### src/rtl/core/mks_pkg.sv
// Package with the shared types, character codes and entity decoder of the markup stripper.
`timescale 1ns / 1ps
package mks_pkg;

	localparam int WIN_DEPTH = 5;
	localparam int ENT_DEPTH = 5;
	localparam int RES_SLOTS = 5;
	localparam int EXT_LEN   = 2 * WIN_DEPTH;

	localparam logic [2:0] ENT_OVER = 3'd6;

	localparam logic [7:0] CH_LT   = 8'h3C;
	localparam logic [7:0] CH_GT   = 8'h3E;
	localparam logic [7:0] CH_AMP  = 8'h26;
	localparam logic [7:0] CH_SEMI = 8'h3B;
	localparam logic [7:0] CH_NL   = 8'h0A;
	localparam logic [7:0] CH_SP   = 8'h20;
	localparam logic [7:0] CH_QUOT = 8'h22;
	localparam logic [7:0] CH_APOS = 8'h27;

	localparam logic [31:0] TAG_IMG_LC = "<img";
	localparam logic [31:0] TAG_IMG_UC = "<IMG";
	localparam logic [31:0] TAG_BR_LC  = "<br>";
	localparam logic [31:0] TAG_BR_UC  = "<BR>";
	localparam logic [31:0] TAG_BRS_LC = "<br/";
	localparam logic [31:0] TAG_BRS_UC = "<BR/";
	localparam logic [31:0] TAG_P_LC   = "</p>";
	localparam logic [31:0] TAG_P_UC   = "</P>";

	localparam logic [15:0] ENT_LT   = "lt";
	localparam logic [15:0] ENT_GT   = "gt";
	localparam logic [23:0] ENT_AMP  = "amp";
	localparam logic [23:0] ENT_NL10 = "#10";
	localparam logic [23:0] ENT_NL13 = "#13";
	localparam logic [31:0] ENT_NBSP = "nbsp";
	localparam logic [31:0] ENT_QUOT = "quot";
	localparam logic [31:0] ENT_APOS = "apos";

	typedef struct packed {
		logic [7:0] in_char;
		logic       is_last;
	} in_item_t;

	typedef struct packed {
		logic [7:0] out_char;
		logic       char_valid;
		logic       run_last;
		logic       text_end;
	} out_item_t;

	typedef out_item_t [RES_SLOTS-1:0] res_batch_t;

	// Control state of the parser; all of it is cleared by reset.
	typedef struct packed {
		logic [2:0] window_fill;
		logic       inside_tag;
		logic       skipping_image;
		logic       inside_entity;
		logic [2:0] entity_length;
	} mks_ctrl_t;

	// Byte stores; entries are only read after they have been written.
	typedef struct packed {
		logic [WIN_DEPTH-1:0][7:0] window;
		logic [ENT_DEPTH-1:0][7:0] entity_bytes;
	} mks_data_t;

	typedef struct packed {
		logic       hit;
		logic [7:0] ch;
	} ent_hit_t;

	// Looks up a buffered entity name; element 0 holds the first byte after the ampersand.
	function automatic ent_hit_t ent_decode(input logic [ENT_DEPTH-1:0][7:0] b,
	                                        input logic [2:0] len);
		ent_hit_t r;
		r = '0;
		case (len)
			3'd2: begin
				if ({b[0], b[1]} == ENT_LT) r = '{hit: 1'b1, ch: CH_LT};
				else if ({b[0], b[1]} == ENT_GT) r = '{hit: 1'b1, ch: CH_GT};
			end
			3'd3: begin
				if ({b[0], b[1], b[2]} == ENT_AMP) r = '{hit: 1'b1, ch: CH_AMP};
				else if ({b[0], b[1], b[2]} == ENT_NL10) r = '{hit: 1'b1, ch: CH_NL};
				else if ({b[0], b[1], b[2]} == ENT_NL13) r = '{hit: 1'b1, ch: CH_NL};
			end
			3'd4: begin
				if ({b[0], b[1], b[2], b[3]} == ENT_NBSP) r = '{hit: 1'b1, ch: CH_SP};
				else if ({b[0], b[1], b[2], b[3]} == ENT_QUOT) r = '{hit: 1'b1, ch: CH_QUOT};
				else if ({b[0], b[1], b[2], b[3]} == ENT_APOS) r = '{hit: 1'b1, ch: CH_APOS};
			end
			default: r = '0;
		endcase
		return r;
	endfunction

endpackage

### src/rtl/core/mks_chan_if.sv
// Valid/ready stream channel carrying one payload of a chosen type.
`timescale 1ns / 1ps
interface mks_chan_if #(parameter type T = logic);
	logic valid;
	logic ready;
	T     data;

	modport source(output valid, output data, input ready);
	modport sink(input valid, input data, output ready);
endinterface

### src/rtl/core/mks_step.sv
// Combinational parser step: consumes one byte and produces the next state and its results.
`timescale 1ns / 1ps
module mks_step import mks_pkg::*; (
	input  in_item_t   item,
	input  mks_ctrl_t  ctrl,
	input  mks_data_t  data,
	output mks_ctrl_t  ctrl_nx,
	output mks_data_t  data_nx,
	output res_batch_t res,
	output logic [2:0] res_cnt
);

	logic [EXT_LEN-1:0][7:0]   ext;
	logic [WIN_DEPTH-1:0][7:0] nwin;
	logic [ENT_DEPTH-1:0][7:0] ebytes;
	logic [2:0]  fill;
	logic [2:0]  rem;
	logic [2:0]  nfill;
	logic [2:0]  elen;
	logic [2:0]  cnt;
	logic [7:0]  h;
	logic [31:0] tag4;
	logic        tag, skip, ent, stop, have4, have5;
	ent_hit_t    eh;

	always_comb begin
		ext = '0;
		for (int k = 0; k < WIN_DEPTH; k++) begin
			ext[k] = data.window[k];
		end
		fill = (ctrl.window_fill >= 3'(WIN_DEPTH)) ? 3'(WIN_DEPTH - 1) : ctrl.window_fill;
		ext[{1'b0, fill}] = item.in_char;
		fill = fill + 3'd1;

		tag    = ctrl.inside_tag;
		skip   = ctrl.skipping_image;
		ent    = ctrl.inside_entity;
		elen   = ctrl.entity_length;
		ebytes = data.entity_bytes;
		nwin   = data.window;
		nfill  = '0;
		stop   = 1'b0;
		res    = '0;
		cnt    = '0;
		h      = '0;
		rem    = '0;
		tag4   = '0;
		have4  = 1'b0;
		have5  = 1'b0;
		eh     = '0;

		// Walk the window from its head; a tag opener without enough bytes behind it stops the walk.
		for (int i = 0; i < WIN_DEPTH; i++) begin
			if (!stop && (3'(i) < fill)) begin
				h     = ext[i];
				rem   = fill - 3'(i);
				tag4  = {ext[i], ext[i+1], ext[i+2], ext[i+3]};
				have4 = rem >= 3'd4;
				have5 = rem >= 3'(WIN_DEPTH);
				if (h == CH_LT && !skip && !ent) begin
					if (rem < 3'(WIN_DEPTH) && !item.is_last) begin
						stop  = 1'b1;
						nfill = rem;
						for (int k = 0; k < WIN_DEPTH; k++) begin
							nwin[k] = ext[i+k];
						end
					end else if (have5 && (tag4 == TAG_IMG_LC || tag4 == TAG_IMG_UC)) begin
						skip = 1'b1;
					end else begin
						if (have4 && (tag4 == TAG_BR_LC || tag4 == TAG_BR_UC ||
						              tag4 == TAG_BRS_LC || tag4 == TAG_BRS_UC)) begin
							if (cnt < 3'(RES_SLOTS)) begin
								res[cnt].out_char   = CH_NL;
								res[cnt].char_valid = 1'b1;
							end
							cnt = cnt + 3'd1;
						end
						if (have4 && (tag4 == TAG_P_LC || tag4 == TAG_P_UC)) begin
							for (int n = 0; n < 2; n++) begin
								if (cnt < 3'(RES_SLOTS)) begin
									res[cnt].out_char   = CH_NL;
									res[cnt].char_valid = 1'b1;
								end
								cnt = cnt + 3'd1;
							end
						end
						tag = 1'b1;
					end
				end else if (skip) begin
					if (h == CH_GT) skip = 1'b0;
				end else if (ent) begin
					if (h == CH_SEMI) begin
						eh = ent_decode(ebytes, elen);
						if (eh.hit) begin
							if (cnt < 3'(RES_SLOTS)) begin
								res[cnt].out_char   = eh.ch;
								res[cnt].char_valid = 1'b1;
							end
							cnt = cnt + 3'd1;
						end
						ent  = 1'b0;
						elen = '0;
					end else if (elen < 3'(ENT_DEPTH)) begin
						ebytes[elen] = h;
						elen = elen + 3'd1;
					end else begin
						elen = ENT_OVER;
					end
				end else if (h == CH_AMP) begin
					ent  = 1'b1;
					elen = '0;
				end else if (h == CH_GT) begin
					tag = 1'b0;
				end else if (!tag) begin
					if (cnt < 3'(RES_SLOTS)) begin
						res[cnt].out_char   = h;
						res[cnt].char_valid = 1'b1;
					end
					cnt = cnt + 3'd1;
				end
			end
		end

		if (item.is_last) begin
			if (cnt == 3'd0) begin
				res[0].out_char   = '0;
				res[0].char_valid = 1'b0;
				cnt = 3'd1;
			end
			res[cnt - 3'd1].text_end = 1'b1;
			ctrl_nx = '0;
		end else begin
			ctrl_nx.window_fill    = stop ? nfill : 3'd0;
			ctrl_nx.inside_tag     = tag;
			ctrl_nx.skipping_image = skip;
			ctrl_nx.inside_entity  = ent;
			ctrl_nx.entity_length  = elen;
		end
		if (cnt != 3'd0) begin
			res[cnt - 3'd1].run_last = 1'b1;
		end

		data_nx.window       = nwin;
		data_nx.entity_bytes = ebytes;
		res_cnt              = cnt;
	end

endmodule

### src/rtl/core/markup_stripper.sv
// Top level of the streaming markup stripper with entity decoding.
`timescale 1ns / 1ps
// Usage:
// Text enters on the raw channel one byte per transaction, with is_last set on the final
// byte of a text. Stripped bytes leave on the stripped channel, one result per transaction.
// Tags are removed, entities are decoded, and line-break and paragraph tags become newlines.
// A byte may cause zero results (it waits in the lookahead window or is dropped), or up to
// three. The final byte of a text always causes at least one result; text_end marks the last
// result of the text, run_last the last result caused by one input byte.
// Path: an accepted byte is held in the input register and parsed once the result buffer is
// empty or hands over its last result; its results are then registered into the result
// buffer, and entry 0 is offered on the stripped channel.
// Throughput: one input byte per cycle while each byte causes at most one result and the
// receiver keeps ready high. The result buffer drains one result per cycle while ready is
// high, so a byte that causes more results keeps the next byte waiting in the input register
// until its last result leaves; a paragraph end gives two newlines. A byte with no result does not stall.
// Stalls: when the receiver holds ready low, the buffered results stay put, the input
// register fills and raw.ready falls; nothing is lost.
// Reset: arst_n clears the parser control state, the input valid flag and the result count at once.
module markup_stripper import mks_pkg::*; (
	input  logic          clk,
	input  logic          arst_n,
	mks_chan_if.sink      raw,
	mks_chan_if.source    stripped
);

	// Input register stage.
	in_item_t   item_s1;
	logic       valid_s1;

	// Parser state.
	mks_ctrl_t  ctrl_q;
	mks_data_t  data_q;
	mks_ctrl_t  ctrl_nx;
	mks_data_t  data_nx;

	// Result buffer: entry 0 is the result on offer; it shifts down as results leave.
	res_batch_t batch_q;
	logic [2:0] cnt_q;
	res_batch_t step_res;
	logic [2:0] step_cnt;

	logic pop;
	logic fire;
	logic raw_take;

	mks_step u_step (
		.item    (item_s1),
		.ctrl    (ctrl_q),
		.data    (data_q),
		.ctrl_nx (ctrl_nx),
		.data_nx (data_nx),
		.res     (step_res),
		.res_cnt (step_cnt)
	);

	assign pop  = stripped.valid && stripped.ready;
	// The buffered byte is parsed once the buffer is empty or hands over its last result now.
	assign fire = valid_s1 && ((cnt_q == 3'd0) || (cnt_q == 3'd1 && pop));

	assign raw.ready = !valid_s1 || fire;
	assign raw_take  = raw.valid && raw.ready;

	assign stripped.valid = cnt_q != 3'd0;
	assign stripped.data  = batch_q[0];

	always_ff @(posedge clk or negedge arst_n) begin
		if (!arst_n) begin
			valid_s1 <= 1'b0;
			ctrl_q   <= '0;
			cnt_q    <= '0;
		end else begin
			if (raw_take) begin
				valid_s1 <= 1'b1;
			end else if (fire) begin
				valid_s1 <= 1'b0;
			end
			if (fire) begin
				ctrl_q <= ctrl_nx;
				cnt_q  <= step_cnt;
			end else if (pop) begin
				cnt_q <= cnt_q - 3'd1;
			end
		end
	end

	always_ff @(posedge clk) begin
		if (raw_take) begin
			item_s1 <= raw.data;
		end
		if (fire) begin
			data_q  <= data_nx;
			batch_q <= step_res;
		end else if (pop) begin
			for (int k = 0; k < RES_SLOTS - 1; k++) begin
				batch_q[k] <= batch_q[k+1];
			end
		end
	end

endmodule
### src/flat_wrapper.sv
// flat-port wrapper written by rule: the top's interface ports become plain ports
module markup_stripper_flat import mks_pkg::*;
  (clk, arst_n, raw_valid, raw_data, raw_ready, stripped_valid, stripped_data, stripped_ready);
  mks_chan_if raw_i ();
  mks_chan_if stripped_i ();
  input  logic clk;
  input  logic arst_n;
  input wire logic [$bits(raw_i.valid)-1:0] raw_valid;
  input wire logic [$bits(raw_i.data)-1:0] raw_data;
  output wire logic [$bits(raw_i.ready)-1:0] raw_ready;
  output wire logic [$bits(stripped_i.valid)-1:0] stripped_valid;
  output wire logic [$bits(stripped_i.data)-1:0] stripped_data;
  input wire logic [$bits(stripped_i.ready)-1:0] stripped_ready;
  assign raw_i.valid = raw_valid;
  assign raw_i.data = raw_data;
  assign raw_ready = raw_i.ready;
  assign stripped_valid = stripped_i.valid;
  assign stripped_data = stripped_i.data;
  assign stripped_i.ready = stripped_ready;
  markup_stripper u_core (.clk(clk), .arst_n(arst_n), .raw(raw_i), .stripped(stripped_i));
endmodule
### config.mk
export PLATFORM = sky130hd
export DESIGN_NAME = markup_stripper_flat
export DESIGN_NICKNAME = d
export VERILOG_FILES = /design/src/rtl/core/mks_pkg.sv /design/src/rtl/core/mks_chan_if.sv /design/src/rtl/core/mks_step.sv /design/src/rtl/core/markup_stripper.sv /design/src/flat_wrapper.sv
export SDC_FILE = /design/constraint.sdc
export NUM_CORES = 1
export LEC_CHECK = 0
export ABC_AREA = 0
export BUFFER_PORTS_ARGS = -buffer_cell sky130_fd_sc_hd__buf_2
export CAP_MARGIN = 20
export CELL_PAD_IN_SITES_DETAIL_PLACEMENT = 0
export CELL_PAD_IN_SITES_GLOBAL_PLACEMENT = 2
export CORE_ASPECT_RATIO = 1.75
export CORE_UTILIZATION = 35
export CTS_CLUSTER_SIZE = 24
export DETAILED_ROUTE_END_ITERATION = 12
export PLACE_DENSITY_LB_ADDON = 0.1
export SLEW_MARGIN = 5
export SYNTH_ARGS = -nofsm -noshare
export SYNTH_HDL_FRONTEND = slang
export SYNTH_SLANG_ARGS = --single-unit
export TNS_END_PERCENT = 30
### constraint.sdc
create_clock -name clk -period 9.14 [get_ports clk]
set_input_delay 0.457 -clock clk [delete_from_list [all_inputs] [get_ports clk]]
set_output_delay 0.457 -clock clk [all_outputs]
set_load 0.005 [all_outputs]
After elaboration in Yosys (flattened, before gate mapping)
Cells that the tools add are included.
{"block": "word_totals", "out_inout_bits": 3, "ff_bits": 139, "input_bits": 5}
{"block": "op_classes", "magnitude_cmp": 84, "n_addsub": 27, "eq_ne": 116, "n_reduce_logical": 109, "bitwise_logic": 2, "muxes": 638}
{"op": "$mux W55", "count": 121}
{"op": "$bwmux W55", "count": 46}
{"op": "$mux W40", "count": 45}
{"op": "$eq A32 B30 Y1 const B", "count": 40}
{"op": "$demux W11 S3", "count": 30}
{"op": "$mux W9", "count": 80}
{"op": "$eq A32 B31 Y1 const B", "count": 15}
{"op": "$mux W3", "count": 150}
{"op": "$eq A24 B22 Y1 const B", "count": 10}
{"op": "$bwmux W40", "count": 5}
{"op": "$eq A16 B15 Y1 const B", "count": 10}
{"op": "$eq A8 B6 Y1 const B", "count": 20}
{"op": "$mux W11", "count": 14}
{"op": "$demux W8 S3", "count": 6}
{"op": "$pmux W9 S3", "count": 5}
{"op": "$mux W44", "count": 3}
{"op": "$mux W1", "count": 124}
{"op": "$eq A24 B23 Y1 const B", "count": 5}
{"op": "$lt A3 B4 Y1 const B", "count": 21}
{"op": "$and A40 B72 Y72", "count": 1}
{"op": "$lt A3 B3 Y1 const B", "count": 24}
{"op": "$not A64 Y72", "count": 1}
{"op": "$ge A3 B1 Y1 const B", "count": 22}
{"op": "$add A3 B1 Y3 const B", "count": 20}
{"op": "20 further kinds", "count": 158}

Depth between registers and ports, before layout
{"block": "depth", "depth_word": 141, "depth_mapped": 41, "mapped_depth_nobuf": 37}

Modules after synthesis
A second synthesis with hierarchy kept.
{"block": "hier_totals", "hier_cells": 2804, "area_unflattened_um2": 19648.8}
{"module": "mks_step", "seq_area_each_um2": 0.0, "n_inst": 1, "cells_per_inst": 2663, "area_each_um2": 16375.7}
{"module": "markup_stripper", "seq_area_each_um2": 2907.8, "n_inst": 1, "cells_per_inst": 141, "area_each_um2": 3273.1}

Least setup slack after synthesis
OpenSTA, ideal clock, no wires.
{"block": "synth_path", "path_type": "reg2reg", "from": "register u_core.ctrl_q[8] in the netlist's numbering", "to": "register u_core.batch_q[11] in the netlist's numbering (data pin)", "t_arrival_ns": 7.976, "required_ns": 8.883, "setup_time_ns": 0.257, "path_slack_ns": 0.907, "stages_incl_launch_ff": 39, "path_cell_list": "dfrtp_1 -> nand2b_1 -> clkbuf_1 -> inv_1 -> ha_1 -> xor2_2 -> inv_1 -> ha_1 -> nand3b_1 -> nand2_1 -> or2_2 -> a22o_1 -> buf_2 -> ha_1 -> a21oi_1 -> nor2_1 -> or2_1 -> buf_2 -> [... 3 more ...] -> and3_1 -> inv_1 -> buf_2 -> o211ai_1 -> o21ai_1 -> inv_1 -> ha_1 -> or4b_1 -> or4_1 -> o22ai_1 -> o21ai_1 -> or3_1 -> mux2_4 -> a21boi_4 -> ha_1 -> nand2_1 -> nor2_1 -> a32o_1"}
{"block": "synth_via", "elab_chain_len": 136}
{"element": "start: declaration", "line_no": "markup_stripper.sv:32", "source": "mks_ctrl_t ctrl_q;"}
{"element": "start signal: assignment", "line_no": "markup_stripper.sv:79", "source": "ctrl_q <= ctrl_nx;"}
{"element": "$ge A3 B3 Y1", "line_no": "mks_step.sv:31", "source": "fill = (ctrl.window_fill >= 3'(WIN_DEPTH)) ? 3'(WIN_DEPTH - 1) : ctrl.window_fill;"}
{"element": "$mux W3 (*)", "line_no": "mks_step.sv:31"}
{"element": "$lt A3 B5 Y1 (not written as such) or $ge A3 B1 Y1 (tied branches)", "line_no": "mks_step.sv:32", "source": "ext[{1'b0, fill}] = item.in_char;"}
{"element": "$logic_and A1 B1 Y1 (not written as such)", "line_no": "mks_step.sv:32"}
{"element": "$mux W8 (not written as such)", "line_no": "mks_step.sv:32"}
{"element": "$demux W8 S3", "line_no": "mks_step.sv:32"}
{"element": "$not A64 Y72 (no line)"}
{"element": "$and A40 B72 Y72 (no line)"}
{"element": "[... 120 more ...]"}
{"element": "$mux W55", "line_no": "mks_step.sv:61", "source": "if (rem < 3'(WIN_DEPTH) && !item.is_last) begin"}
{"element": "$mux W55", "line_no": "mks_step.sv:60", "source": "if (h == CH_LT && !skip && !ent) begin"}
{"element": "$mux W55", "line_no": "mks_step.sv:54", "source": "if (!stop && (3'(i) < fill)) begin"}
{"element": "$bwmux W55", "line_no": "mks_step.sv:130", "source": "res[cnt - 3'd1].text_end = 1'b1;"}
{"element": "$mux W55", "line_no": "mks_step.sv:124", "source": "if (item.is_last) begin"}
{"element": "$bwmux W55", "line_no": "mks_step.sv:140", "source": "res[cnt - 3'd1].run_last = 1'b1;"}
{"element": "$mux W55 (*)", "line_no": "mks_step.sv:139", "source": "if (cnt != 3'd0) begin"}
{"element": "$mux W44 (*)", "line_no": "markup_stripper.sv:91", "source": "if (fire) begin"}
{"element": "end signal: assignment", "line_no": "markup_stripper.sv:93", "source": "batch_q <= step_res;"}
{"element": "end signal: indexed assignment", "line_no": "markup_stripper.sv:96", "source": "batch_q[k] <= batch_q[k+1];"}
{"element": "end: declaration", "line_no": "markup_stripper.sv:38", "source": "res_batch_t batch_q;"}
Every way passes the cells marked *; elsewhere a longest branch is shown, timed or not. The select of a mux whose other input is x is not followed.
A chain may end at the register's enable or synchronous reset.

Worst setup path in the final report
{"block": "layout_path", "from": "register u_core.ctrl_q[8] in the netlist's numbering", "to": "register u_core.batch_q (netlist bit u_core.stripped.data) (data pin)"}
{"block": "layout_via", "elab_chain_len": 136}
{"element": "$ge A3 B3 Y1", "line_no": "mks_step.sv:31"}
{"element": "$mux W3 (*)", "line_no": "mks_step.sv:31"}
{"element": "$lt A3 B5 Y1 (not written as such) or $ge A3 B1 Y1 (tied branches)", "line_no": "mks_step.sv:32"}
{"element": "$logic_and A1 B1 Y1 (not written as such)", "line_no": "mks_step.sv:32"}
{"element": "$mux W8 (not written as such)", "line_no": "mks_step.sv:32"}
{"element": "$demux W8 S3", "line_no": "mks_step.sv:32"}
{"element": "$not A64 Y72 (no line)"}
{"element": "$and A40 B72 Y72 (no line)"}
{"element": "[... 120 more ...]"}
{"element": "$mux W55", "line_no": "mks_step.sv:61"}
{"element": "$mux W55", "line_no": "mks_step.sv:60"}
{"element": "$mux W55", "line_no": "mks_step.sv:54"}
{"element": "$bwmux W55", "line_no": "mks_step.sv:130"}
{"element": "$mux W55", "line_no": "mks_step.sv:124"}
{"element": "$bwmux W55", "line_no": "mks_step.sv:140"}
{"element": "$mux W55 (*)", "line_no": "mks_step.sv:139"}
{"element": "$mux W44 (*)", "line_no": "markup_stripper.sv:91"}
Marks and branches as above.

==> results_dict.tcl <==
set metrics [dict create \
    cts_sinks 91 \
    setup_slack_ns 0.483 \
    start_kind "flip-flop" \
    first_pass_iters 5 \
    wl_met3_um 5050 \
    outcome "finished, violations left" \
    fillers 3747 \
    grt_util_all_layers_pct 41.6 \
    drc_errors 0 \
    cts_buffers 9 \
    core_mm2 0.0339 \
    r2r-end "u_core.stripped.data" \
    finClkSkew_ns 0.0164 \
    cts-hold-fix-buffers 0 \
    p_comb_share_pct 33.5 \
    synth_cell_types 100 \
    ys_ff_latch 91 \
    synth_cells 1682 \
    p_leak_nw 4.68 \
    portBuffers 7 \
    netlist_area_mm2 0.0121 \
    viasPerCell 6.83 \
    synth_top_cell_area_share_pct 19.4 \
    syn_nets 1725 \
    critPathMaxStageDelay_ns 0.59 \
    finalHoldViolations 4 \
    slowest_stage "or3_1" \
    synth_ff_type "edfxtp_1" \
    area_delta_synth_final_pct 8.46 \
    violations "hold timing" \
    clockPowerShare_pct 28.9 \
    maxSlewHeadroom_pct 15.6 \
    worstPathRequired_ns 9.32 \
    io_pins 8 \
    synthTopCellsByArea "edfxtp_1 19%, nand2_1 6.4%, nor2_1 5.9%" \
    wl_met1_um 24500 \
    internal-power_mw 0.853 \
    route.met2.wl_um 34400 \
    synth_edf_count 78 \
    ant_nets 0 \
    holdWs_ns -0.0112 \
    fin_nets 1696 \
    worstHoldPathType "in2async" \
    r2r_slack_ns 0.48 \
    layout_min_cycle_time_ns 8.66 \
    cts_tree "built" \
    worstPathMaxFanout 25 \
    initial_core_util_pct 35.7 \
    clkLatencyLatePin_ns 0.41 \
    r2r_cells 30 \
    drv_slew 0 \
    grt_max_degree 45 \
    ys_async_sr_fraction_pct 14.3 \
    highest_layer "met4" \
    yosys_warnings 0 \
    drt_iter0_markers 1794 \
    finalCritPeriodShare_pct 94.7 \
    die_h_um 248 \
    drive_gt1_share_pct 10.6 \
    clkTransAtPathRegs_ns 0.09 \
    syn_area_per_cell_um2 7.19 \
    yosys.area.top_type "edfxtp_1" \
    rows 89 \
    clk_path_buf_depth 2 \
    irDropWorstVdd_uv 227 \
    fmax_mhz 116 \
    overflow 0 \
    r2r-start "u_core.ctrl_q[8]" \
    worstPathArrival_ns 8.84 \
    vias 14442 \
    ctsHtreeMaxLevel 3 \
    dpl_worst_slack_ns 0.0591 \
    power_density_mw_per_mm2 112 \
    die-area_mm2 0.0353 \
    worst_pin_slew_ns 1.26 \
    grt_pass1_wl_um 102000 \
    grt_antenna_before_repair 3 \
    hpwl_um 56000 \
    cts-root-buf "clkbuf_16" \
    rsz0062_at_grt "no" \
    wl_per_cell_um 33.8 \
    grt_pass1_vias 13922 \
    cap_viol_max_count 0 \
    finalSetupTns_ns 0 \
    final-setup-viol-count 0 \
    drt_wl_total_um 71500 \
    p_seq_share_pct 37.7 \
    yosysSeqAreaShare_pct 22.1 \
    fp.dieW_um 142 \
    path_class "reg2reg" \
    switching_share_pct 42.2 \
    endpoint_kind "flip-flop" \
    gp_congestion 1.08 \
    power_switching_mw 0.621 \
]
sequential cells by signal (all words and copies together), names as in the netlist:
signal and flops:
u_core.data_q 72, u_core.ctrl_q 9, u_core.batch_q 4, u_core.cnt_q 3
u_core.item_s1 1, u_core.stripped.data 1, u_core.valid_s1 1
synth_stat cells, types with 5 or more instances:
cell type,n
and4_1,5
nand4b_1,11
buf_2,13
nor4b_1,7
edfxtp_1,78
mux2_2,23
or4_1,8
or2_2,11
nor4_1,32
clkbuf_1,90
nand4_1,33
a2111oi_0,6
inv_2,5
a21oi_1,126
a21o_1,9
inv_1,32
and3_1,25
o211ai_1,47
or3_1,23
o31ai_1,17
nand2_1,207
nand2b_1,31
o41ai_1,8
o22ai_1,15
a31oi_1,19
a22oi_1,11
o21ai_0,129
nor3b_1,6
a31o_2,5
nor2b_1,24
nand3b_1,11
nor3_1,66
dfrtp_1,13
nand3_1,62
and2_1,33
ha_1,38
and3b_1,7
o2111ai_1,7
nor2_1,189
a211oi_1,18
o21a_1,5
mux2i_1,64
power groups by stage:
stage               Combinational, mW  Sequential (mW)  Clock [mW]
floorplan                       0.328            0.554           0
global placement                0.469            0.563           0
detailed placement              0.471            0.563           0
CTS                             0.474            0.554       0.430
global route                    0.538            0.559       0.443
finish                          0.493            0.555       0.426
kinds of logic (layout without fill, tap and decap cells):
kind of cell | Yosys count | after routing | synth area share [%]
adder cells (fa/ha/maj) | 38 | 38 | 3.93
multiplexers | 88 | 88 | 7.57
other | 0 | 1 | 0
XOR/XNOR | 7 | 7 | 0.569
buffers and inverters | 148 | 124 | 4.86
flip-flops | 91 | 91 | 22.1
AND/OR/NAND/NOR | 819 | 819 | 34.7
AO/OA/AOI/OAI | 491 | 491 | 26.3
cell type report:
class / count / area [um2] / share of cell area [%]
flip-flops and latches: 91 / 2670 / 20.3
diodes: 1 / 2.50 / 0.0191
clock buffers: 9 / 225 / 1.72
multi-input cells: 1443 / 8920 / 68.1
inverters: 39 / 153 / 1.16
clock inverters: 7 / 67.6 / 0.515
repair buffers: 69 / 500 / 3.82
well taps: 455 / 569 / 4.34
through the flow:
stage	utilization, %	power [mW]	cell area (um2)	cells
after CTS	38.4	1.46	13000	2107
after global placement	37.5	1.03	12700	2090
after floorplan	-	0.882	12100	1682
after detailed placement	37.6	1.03	12700	2091
after global routing	38.7	1.54	13100	2113
final	38.7	1.47	13100	2114
what timing repair did:
| item | 4_1_cts | 5_1_grt |
|---|---|---|
| buffers inserted | 0 | 5 |
| resized for setup | 0 | 15 |
| endpoints found under the hold margin | 0 | 0 |
| endpoints found under the setup margin | 0 | 6 |
worst max-delay path by stage:
| stage | startpoint | to | slack (ns) |
|---|---|---|---|
| after CTS | u_core.ctrl_q[8] | u_core.batch_q[11] | 0.02 |
| after global routing | u_core.ctrl_q[8] | u_core.batch_q[11] | 0.04 |
| after detailed placement | u_core.ctrl_q[8] | u_core.stripped.data | 0.06 |
| after global placement | u_core.ctrl_q[8] | u_core.batch_q[11] | 0.23 |
| final | u_core.ctrl_q[8] | u_core.stripped.data | 0.48 |
| after floorplan | u_core.ctrl_q[8] | u_core.batch_q[11] | 0.91 |
layer usage:
| metal | track usage [%] | vias to the layer above |
|---|---|---|
| met4 | 37.6 | 0 |
| met3 | 10.1 | 351 |
| met1 | 42.8 | 6948 |
| met5 | 0.711 | - |
| met2 | 69.6 | 841 |
| li1 | - | 6302 |
cell usage in the layout (no fill, tap or decap), types with 31 or more instances in the layout:
cell type and count:
a21oi_1 125, nor3_1 65, mux2i_1 63, edfxtp_1 78, nand3_1 61, nand2_1 206, nand4_1 33, and2_1 33
nor4_1 31, o21ai_0 128, ha_1 37, buf_4 61, o211ai_1 47, nor2_1 189
worst max-delay path, delay by kind of cell (launching register included):
kind                     cells  cell delay (ns)
flip-flops                   1             0.43
multiplexers                 4             1.16
AND/OR/NAND/NOR              9             3.02
XOR/XNOR                     2             0.34
buffers and inverters        4             0.61
adder cells (fa/ha/maj)      4             0.92
AO/OA/AOI/OAI                7             1.96
Note: power is estimated with default switching activity, not from simulation.
